**src/rtl/core/lru_key_value_cache_defines.svh**
```systemverilog
// Assertion macros shared by the cache RTL.
`ifndef LRU_KEY_VALUE_CACHE_DEFINES_SVH
`define LRU_KEY_VALUE_CACHE_DEFINES_SVH

`ifndef SYNTHESIS
// Same-cycle implication, checked outside reset.
`define LKV_ASSERT_IMPLY(label, clk, rst, ante, cons) \
   label: assert property (@(posedge clk) disable iff (rst) (ante) |-> (cons)) \
      else $error("assertion failed");
// Next-cycle implication, checked outside reset.
`define LKV_ASSERT_NEXT(label, clk, rst, ante, cons) \
   label: assert property (@(posedge clk) disable iff (rst) (ante) |=> (cons)) \
      else $error("assertion failed");
`else
`define LKV_ASSERT_IMPLY(label, clk, rst, ante, cons)
`define LKV_ASSERT_NEXT(label, clk, rst, ante, cons)
`endif

`endif

```
**src/rtl/core/lkv_pkg.sv**
```systemverilog
// Types and constants of the LRU key-value cache.
package lkv_pkg;

   localparam int ENTRIES    = 16;
   localparam int KEY_BITS   = 32;
   localparam int VALUE_BITS = 32;
   localparam int IDX_BITS   = $clog2(ENTRIES);
   localparam int CNT_BITS   = 5;

   localparam logic [CNT_BITS-1:0] CAP_RESET = CNT_BITS'(ENTRIES);
   localparam logic [CNT_BITS-1:0] CAP_MIN   = CNT_BITS'(1);
   localparam logic [CNT_BITS-1:0] CAP_MAX   = CNT_BITS'(ENTRIES);

   // Value returned on a miss and on every store
   localparam logic [VALUE_BITS-1:0] MISS_VALUE = '1;

   typedef enum logic {
      KIND_LOOKUP = 1'b0,
      KIND_STORE  = 1'b1
   } kind_type;

   typedef logic [IDX_BITS-1:0] idx_type;
   typedef logic [IDX_BITS-1:0] rank_type;

   typedef struct packed {
      logic                         found;
      logic signed [VALUE_BITS-1:0] read_value;
      logic                         evicted;
      logic signed [31:0]           evicted_key;
   } result_type;

endpackage

```
**src/rtl/core/lru_key_value_cache.sv**
```systemverilog
// Fully associative LRU key-value cache, top level.
// One transaction per cycle unless stalled: a request is taken into an input register;
// from there a single pass of logic compares its key against all 16 entries in parallel,
// updates values, valid bits and recency ranks, and loads the result into a two-deep
// output buffer whose head register drives the response. The request side is stalled
// only while both output slots are held by a stalled response side. The capacity
// register (1..16, reset 16, saturated on write) is taken only while the cache is empty.
`include "lru_key_value_cache_defines.svh"

module lru_key_value_cache (
   input  logic                                  clock,
   input  logic                                  reset,
   // request channel
   input  logic                                  req_valid,
   output logic                                  req_stall,
   input  logic                                  req_kind,
   input  logic signed [31:0]                    req_lookup_key,
   input  logic signed [31:0]                    req_write_value,
   // response channel
   output logic                                  rsp_valid,
   input  logic                                  rsp_stall,
   output logic                                  rsp_found,
   output logic signed [31:0]                    rsp_read_value,
   output logic                                  rsp_evicted,
   output logic signed [31:0]                    rsp_evicted_key,
   // capacity register
   input  logic                                  csr_write_enable,
   input  logic [lkv_pkg::CNT_BITS-1:0]          csr_write_data
);

   localparam int N = lkv_pkg::ENTRIES;

   // input register
   logic                                 in_valid_ff, in_valid_in;
   logic                                 in_kind_ff;
   logic [lkv_pkg::KEY_BITS-1:0]         in_key_ff;
   logic [lkv_pkg::VALUE_BITS-1:0]       in_value_ff;

   // cache state
   logic [lkv_pkg::KEY_BITS-1:0]         keys_ff   [N];
   logic [lkv_pkg::VALUE_BITS-1:0]       values_ff [N];
   logic [N-1:0]                         valid_ff, valid_in;
   lkv_pkg::rank_type                    rank_ff   [N];
   lkv_pkg::rank_type                    rank_in   [N];
   logic [lkv_pkg::CNT_BITS-1:0]         count_ff, count_in;
   logic [lkv_pkg::CNT_BITS-1:0]         capacity_ff, capacity_in;

   // output buffer: head drives the ports, skid holds the second result
   logic                                 head_valid_ff, head_valid_in;
   logic                                 skid_valid_ff, skid_valid_in;
   lkv_pkg::result_type                  head_ff, head_in;
   lkv_pkg::result_type                  skid_ff, skid_in;

   // datapath
   logic                                 accept;
   logic                                 fire;
   logic                                 pop;
   logic                                 is_store;
   logic [N-1:0]                         match;
   logic                                 hit;
   lkv_pkg::idx_type                     hit_idx;
   logic                                 full;
   logic [lkv_pkg::CNT_BITS-1:0]         oldest_rank;
   logic                                 victim_ok;
   lkv_pkg::idx_type                     victim_idx;
   lkv_pkg::idx_type                     free_idx;
   lkv_pkg::idx_type                     slot_idx;
   lkv_pkg::idx_type                     wr_idx;
   logic                                 evict;
   logic                                 insert;
   logic                                 touch;
   lkv_pkg::rank_type                    touch_rank;
   lkv_pkg::result_type                  result;

   // handshake
   assign fire      = in_valid_ff && !skid_valid_ff;
   assign req_stall = in_valid_ff && !fire;
   assign accept    = req_valid && !req_stall;
   assign pop       = head_valid_ff && !rsp_stall;
   assign in_valid_in = req_stall ? 1'b1 : req_valid;

   // parallel key compare with first-match priority
   always_comb begin
      hit_idx = '0;
      for (int i = N - 1; i >= 0; i--) begin
         match[i] = valid_ff[i] && (keys_ff[i] == in_key_ff);
         if (match[i]) begin
            hit_idx = lkv_pkg::idx_type'(i);
         end
      end
   end
   assign hit = |match;

   // victim and free slot search
   assign full        = count_ff >= capacity_ff;
   assign oldest_rank = count_ff - lkv_pkg::CNT_BITS'(1);
   always_comb begin
      victim_ok  = 1'b0;
      victim_idx = '0;
      free_idx   = '0;
      for (int i = N - 1; i >= 0; i--) begin
         if (valid_ff[i] && ({1'b0, rank_ff[i]} == oldest_rank)) begin
            victim_ok  = 1'b1;
            victim_idx = lkv_pkg::idx_type'(i);
         end
         if (!valid_ff[i]) begin
            free_idx = lkv_pkg::idx_type'(i);
         end
      end
   end

   assign is_store   = (lkv_pkg::kind_type'(in_kind_ff) == lkv_pkg::KIND_STORE);
   assign evict      = fire && is_store && !hit && full && victim_ok;
   assign insert     = fire && is_store && !hit;
   assign touch      = fire && hit;
   assign slot_idx   = evict ? victim_idx : free_idx;
   assign wr_idx     = hit ? hit_idx : slot_idx;
   assign touch_rank = rank_ff[hit_idx];

   // valid, rank and count updates
   always_comb begin
      valid_in = valid_ff;
      count_in = count_ff;
      for (int i = 0; i < N; i++) begin
         rank_in[i] = rank_ff[i];
         if (touch) begin
            if (lkv_pkg::idx_type'(i) == hit_idx) begin
               rank_in[i] = '0;
            end else if (valid_ff[i] && (rank_ff[i] < touch_rank)) begin
               rank_in[i] = rank_ff[i] + lkv_pkg::rank_type'(1);
            end
         end else if (insert) begin
            if (lkv_pkg::idx_type'(i) == slot_idx) begin
               rank_in[i] = '0;
            end else if (valid_ff[i]) begin
               rank_in[i] = rank_ff[i] + lkv_pkg::rank_type'(1);
            end
         end
      end
      if (insert) begin
         valid_in[slot_idx] = 1'b1;
         if (!evict) begin
            count_in = count_ff + lkv_pkg::CNT_BITS'(1);
         end
      end
   end

   // capacity write, saturated, only while empty
   always_comb begin
      capacity_in = capacity_ff;
      if (csr_write_enable && (count_ff == '0)) begin
         if (csr_write_data < lkv_pkg::CAP_MIN) begin
            capacity_in = lkv_pkg::CAP_MIN;
         end else if (csr_write_data > lkv_pkg::CAP_MAX) begin
            capacity_in = lkv_pkg::CAP_MAX;
         end else begin
            capacity_in = csr_write_data;
         end
      end
   end

   // result of this transaction
   always_comb begin
      result.found       = hit;
      result.read_value  = (!is_store && hit) ? values_ff[hit_idx] : lkv_pkg::MISS_VALUE;
      result.evicted     = evict;
      result.evicted_key = evict ? 32'(keys_ff[victim_idx]) : '0;
   end

   // two-deep output buffer
   always_comb begin
      head_in       = head_ff;
      skid_in       = skid_ff;
      head_valid_in = head_valid_ff;
      skid_valid_in = skid_valid_ff;
      if (pop) begin
         if (skid_valid_ff) begin
            head_in       = skid_ff;
            skid_valid_in = fire;
            skid_in       = result;
         end else begin
            head_valid_in = fire;
            head_in       = result;
         end
      end else if (!head_valid_ff) begin
         head_valid_in = fire;
         head_in       = result;
      end else if (fire) begin
         skid_valid_in = 1'b1;
         skid_in       = result;
      end
   end

   // control registers
   always_ff @(posedge clock) begin
      if (reset) begin
         in_valid_ff   <= 1'b0;
         valid_ff      <= '0;
         count_ff      <= '0;
         capacity_ff   <= lkv_pkg::CAP_RESET;
         head_valid_ff <= 1'b0;
         skid_valid_ff <= 1'b0;
         for (int i = 0; i < N; i++) begin
            rank_ff[i] <= '0;
         end
      end else begin
         in_valid_ff   <= in_valid_in;
         valid_ff      <= valid_in;
         count_ff      <= count_in;
         capacity_ff   <= capacity_in;
         head_valid_ff <= head_valid_in;
         skid_valid_ff <= skid_valid_in;
         for (int i = 0; i < N; i++) begin
            rank_ff[i] <= rank_in[i];
         end
      end
   end

   // payload registers
   always_ff @(posedge clock) begin
      if (accept) begin
         in_kind_ff  <= req_kind;
         in_key_ff   <= lkv_pkg::KEY_BITS'(req_lookup_key);
         in_value_ff <= req_write_value;
      end
      if (fire && is_store) begin
         values_ff[wr_idx] <= in_value_ff;
         if (!hit) begin
            keys_ff[wr_idx] <= in_key_ff;
         end
      end
      head_ff <= head_in;
      skid_ff <= skid_in;
   end

   assign rsp_valid       = head_valid_ff;
   assign rsp_found       = head_ff.found;
   assign rsp_read_value  = head_ff.read_value;
   assign rsp_evicted     = head_ff.evicted;
   assign rsp_evicted_key = head_ff.evicted_key;

   // checks
   `LKV_ASSERT_IMPLY(a_count_le_cap, clock, reset, 1'b1, count_ff <= capacity_ff)
   `LKV_ASSERT_IMPLY(a_count_valid, clock, reset, 1'b1, $countones(valid_ff) == count_ff)
   `LKV_ASSERT_IMPLY(a_skid_has_head, clock, reset, skid_valid_ff, head_valid_ff)
   `LKV_ASSERT_NEXT(a_evict_keeps_count, clock, reset, evict, count_ff == $past(count_ff))

endmodule

```
**config.mk**
```make
export PLATFORM = sky130hd
export DESIGN_NAME = lru_key_value_cache
export DESIGN_NICKNAME = d
export VERILOG_FILES = /design/src/rtl/core/lkv_pkg.sv /design/src/rtl/core/lru_key_value_cache.sv
export VERILOG_INCLUDE_DIRS = /design/src /design/src/rtl/core
export SDC_FILE = /design/constraint.sdc
export NUM_CORES = 2
export LEC_CHECK = 0
export ABC_CLOCK_PERIOD_IN_PS = 9700
export BUFFER_PORTS_ARGS = -buffer_cell sky130_fd_sc_hd__buf_2
export CAP_MARGIN = 40
export CORE_UTILIZATION = 55
export DETAILED_ROUTE_END_ITERATION = 10
export PLACE_DENSITY = 0.73
export SLEW_MARGIN = 30
export SYNTH_ARGS = -nofsm -noshare
export SYNTH_HDL_FRONTEND = slang
export SYNTH_SLANG_ARGS = --single-unit
```
**constraint.sdc**
```tcl
create_clock -name clock -period 9.7 [get_ports clock]
set_input_delay 0.485 -clock clock [delete_from_list [all_inputs] [get_ports clock]]
set_output_delay 0.485 -clock clock [all_outputs]
set_load 0.02 [all_outputs]
```
==> out/qor.txt <==
Crit-path slowest cell: and4_2
Count of input and output buffers: 142
Post-synthesis sequential element count: 1,314
Syn nets: 5,130
Skew final: 0.0603 ns
Top achievable clock speed: 141 MHz
Critical path data required time: 10.37 ns
Proportion of netlist area held by the largest area contributor: 57.8%
Type of destination of the critical path: flop
Worst-case hold slack: 0.0755 ns
Starting utilization of the core area: 55.5%
Share of post-route cells with drive strength above 1: 13.7%
Cell with the most instances on the worst path: o21ai_0
Critical path's top delay family: simple AND/OR/NAND/NOR gates
Min-delay worst type: input port to flop
Outcome: finished clean
CTS tree: done
DIE WIDTH: 342 um
Final hold violation count: 0
Number of distinct library cell variants in the gate-level netlist after synthesis: 94
Final HPWL from detailed placement: 137,000 um
Category of the critical setup timing path: flop to flop
Wire length of the first global-routing pass: 295,000 um
Most area-hungry cell type in the Yosys netlist: edfxtp_1
Die Span Y: 342 um
Buffer cell driving the clock tree root: clkbuf_16
Via-to-Cell Ratio: 6.51
Logic depth of the worst register-to-register path: 20
Average routed wire per standard cell: 30.2 um
Pin slew with the least headroom to its limit: 0.991 ns
Wirelength, routed: 205,000 um
Standard-cell rows: 124
Number of antenna violations at the first check in global routing: 4
DRC violations left: 0
List of cells traversed by the critical path: buf_4 > xor2_1 > nor4_1 > nand4_1 > nor4_1 > clkbuf_2 > or2_2 > nor2_1 > and4_2 > buf_4 > o21ai_0 > o21ai_0 > or2_2 > ha_1 > a21o_1 > a21oi_1 > o21ai_0 > or3_1 > or4b_1 > o31ai_1
Min Clock Period, post-route: 7.07 ns
Count of non-filler cells in the finished layout: 6,809
Via count: 44,300
Drt pass-1 iters: 6
Source of the worst hold timing path: req_valid
Number of global-route vias before repair: 42,700
GPL Wtd Cong: 0.997
Area of the core: 114,000 um2
Placed instance count: 6,480
Synthesized cell area: 63,400 um2
Final setup fails: 0
Capturing point of the worst reg2reg path: rank_ff[11][0]
Area of the multi-input gates: 23,700 um2
Number of buffers inserted by post-CTS setup repair: 0
NumNets Final: 5,328
Most area-consuming cells after synthesis: edfxtp_1 (58%), xor2_1 (5.6%), mux2i_1 (4.6%), mux2_2 (3.1%), dfxtp_1 (2.9%)
Sink of the worst hold path: in_valid_ff
Largest net degree at the start of global routing: 131
Mean area per synthesized cell: 12.7 um2
Post-synthesis async set-or-reset flop share: 0%
Peak ir drop on the vdd network: 169 uV
Total die area: 117,000 um2
Clock network latency to the later pin of the worst-skew pair: 0.80 ns
Synth-to-layout area growth: 12.6%
EDFF count, synth: 1,221
Normalized max-slew margin: 33.6%
Cell count after synthesis: 4,983
Residual overflow from global routing: 0
Biggest cell delay along the critical path: 0.80 ns
Final worst path period share: 72.9%
Cell area power density: 169 nW/um2
Maximum level of the CTS H-tree: 4
Num ports: 143
Fraction of the yosys area taken by sequential cells: 60.7%
Number of sinks handled by clock tree synthesis: 1,314
TritonCTS Buffers: 141
Number of buffers inserted by hold repair at cts: 64
GRT Overall Usage: 34.9%
Summed negative setup slack over all endpoints: 0 ns
Top fanout value on the critical path: 28
Critical path arrival: 7.75 ns
Top_reg_cell synth: edfxtp_1
Reg area: 38,500 um2
Residual antenna-violating net count after detailed routing: 0
Bufs and invs on worst path: 3
Type of origin of the critical path: flop
Startpoint of the most critical register-to-register path: in_key_ff[27]
Minimum setup slack among reg-to-reg paths: 2.63 ns
Fillcell total: 8,730
Final-report max-slew violation count: 0
Leakage power: 0.0245 uW
Max-cap violations: 0
Worst setup startpoint: in_key_ff[27]
RSZ-0062 raised after global routing: false
Worst Hold Path Cells: 3
Total of warnings raised by yosys: 0
Clock edge transition at the registers on the reported setup and hold paths: 0.06 ns
First-iteration detailed-routing DRC count: 5,975
Number of cells upsized or downsized after cts: 0
Buffer depth of the longest clock path: 3
Finished Core Util: 62.5%
==> layout by cell type (no fill, tap or decap), drive strengths merged, types with 111 or more instances in the layout <==
cell type	instances
xor2	407
clkbuf	189
edfxtp	1221
o21ai	188
xnor2	182
nor2	286
nand3	202
nand4	111
mux2	172
nand2	452
buf	275
mux2i	294
nor4	159
==> sequential cells by signal (all words and copies together), names as in the netlist <==
register,flops
keys_ff,512
values_ff,512
skid_ff,66
rank_ff,64
in_key_ff,32
in_value_ff,32
rsp_evicted_key,32
rsp_read_value,32
valid_ff,16
capacity_ff,5
count_ff,5
in_kind_ff,1
in_valid_ff,1
rsp_evicted,1
rsp_found,1
rsp_valid,1
skid_valid_ff,1
==> worst max-delay path by stage <==
| stage | cells past startpoint | endpoint |
|---|---|---|
| 6_report | 20 | rank_ff[11][0] |
| 5_1_grt | 20 | rank_ff[11][0] |
| 4_1_cts | 20 | rank_ff[11][0] |
| 3_5_place_dp | 20 | rank_ff[11][0] |
| 3_3_place_gp | 20 | rank_ff[11][0] |
| 2_1_floorplan | 22 | rank_ff[7][0] |
==> power by group <==
group | switching (uW) | internal, uW | leakage, uW
registers | 54.1 | 6230 | 0.0118
clock network | 2350 | 2930 | 0.00218
logic | 372 | 163 | 0.0106
==> per-stage QoR <==
step	total power (uW)	instance area [um2]	worst slack [ns]
floorplan	6680	63400	2.83
global placement	6890	65900	3.03
detailed placement	6900	66200	2.88
CTS	12100	71400	2.84
global route	12400	71400	2.29
finish	12100	71400	2.63
==> logic make-up (layout without fill, tap and decap cells) <==
| kind of cell | count (synthesis) | count (layout) | synth area share, % |
|---|---|---|---|
| AO/OA/AOI/OAI | 687 | 687 | 7.27 |
| XOR/XNOR | 604 | 604 | 8.68 |
| adder cells (fa/ha/maj) | 72 | 72 | 1.42 |
| buffers and inverters | 346 | 659 | 2.52 |
| flip-flops | 1314 | 1314 | 60.7 |
| multiplexers | 466 | 466 | 7.69 |
| other | 0 | 1 | 0 |
| AND/OR/NAND/NOR | 1494 | 1494 | 11.7 |
==> cell usage after synthesis, drive strengths merged, types with 19 or more instances <==
cell type,number
mux2i,294
a311oi,34
inv,56
and3,19
edfxtp,1221
nand4,111
o21ai,188
ha,72
xor2,407
nor2,286
a21o,40
dfxtp,93
a211oi,106
nand3,202
or3,23
or4,22
and2,20
clkbuf,146
nand2b,39
nor3,66
nor4,159
a21oi,82
a31oi,91
xnor2,182
a221oi,33
nand2,452
buf,143
mux2,172
==> cell type report <==
class,count,area share (%)
multi-input combinational,3323,33.1
clock buffer,184,5.29
sequential,1314,53.9
antenna,1,0.00350
inverter,57,0.299
clock inverter,74,1.04
timing repair buffer,344,3.67
tap,1512,2.65
==> per-layer routing <==
layer  track usage, %  routed length [um]
met1             49.6               83000
met2             52.2               91000
met3             6.83               22100
met4             15.6                9290
met5                0                  13
==> worst register-to-register path: stages (launching register included) <==
cell	delay, ns
edfxtp_1	0.53
buf_4	0.47
xor2_1	0.63
nor4_1	0.13
nand4_1	0.16
nor4_1	0.08
clkbuf_2	0.16
or2_2	0.37
nor2_1	0.57
and4_2	0.80
buf_4	0.56
o21ai_0	0.19
o21ai_0	0.10
or2_2	0.46
ha_1	0.35
a21o_1	0.16
a21oi_1	0.13
o21ai_0	0.12
or3_1	0.45
or4b_1	0.48
o31ai_1	0.08
Note: power is estimated with default switching activity, not from simulation.
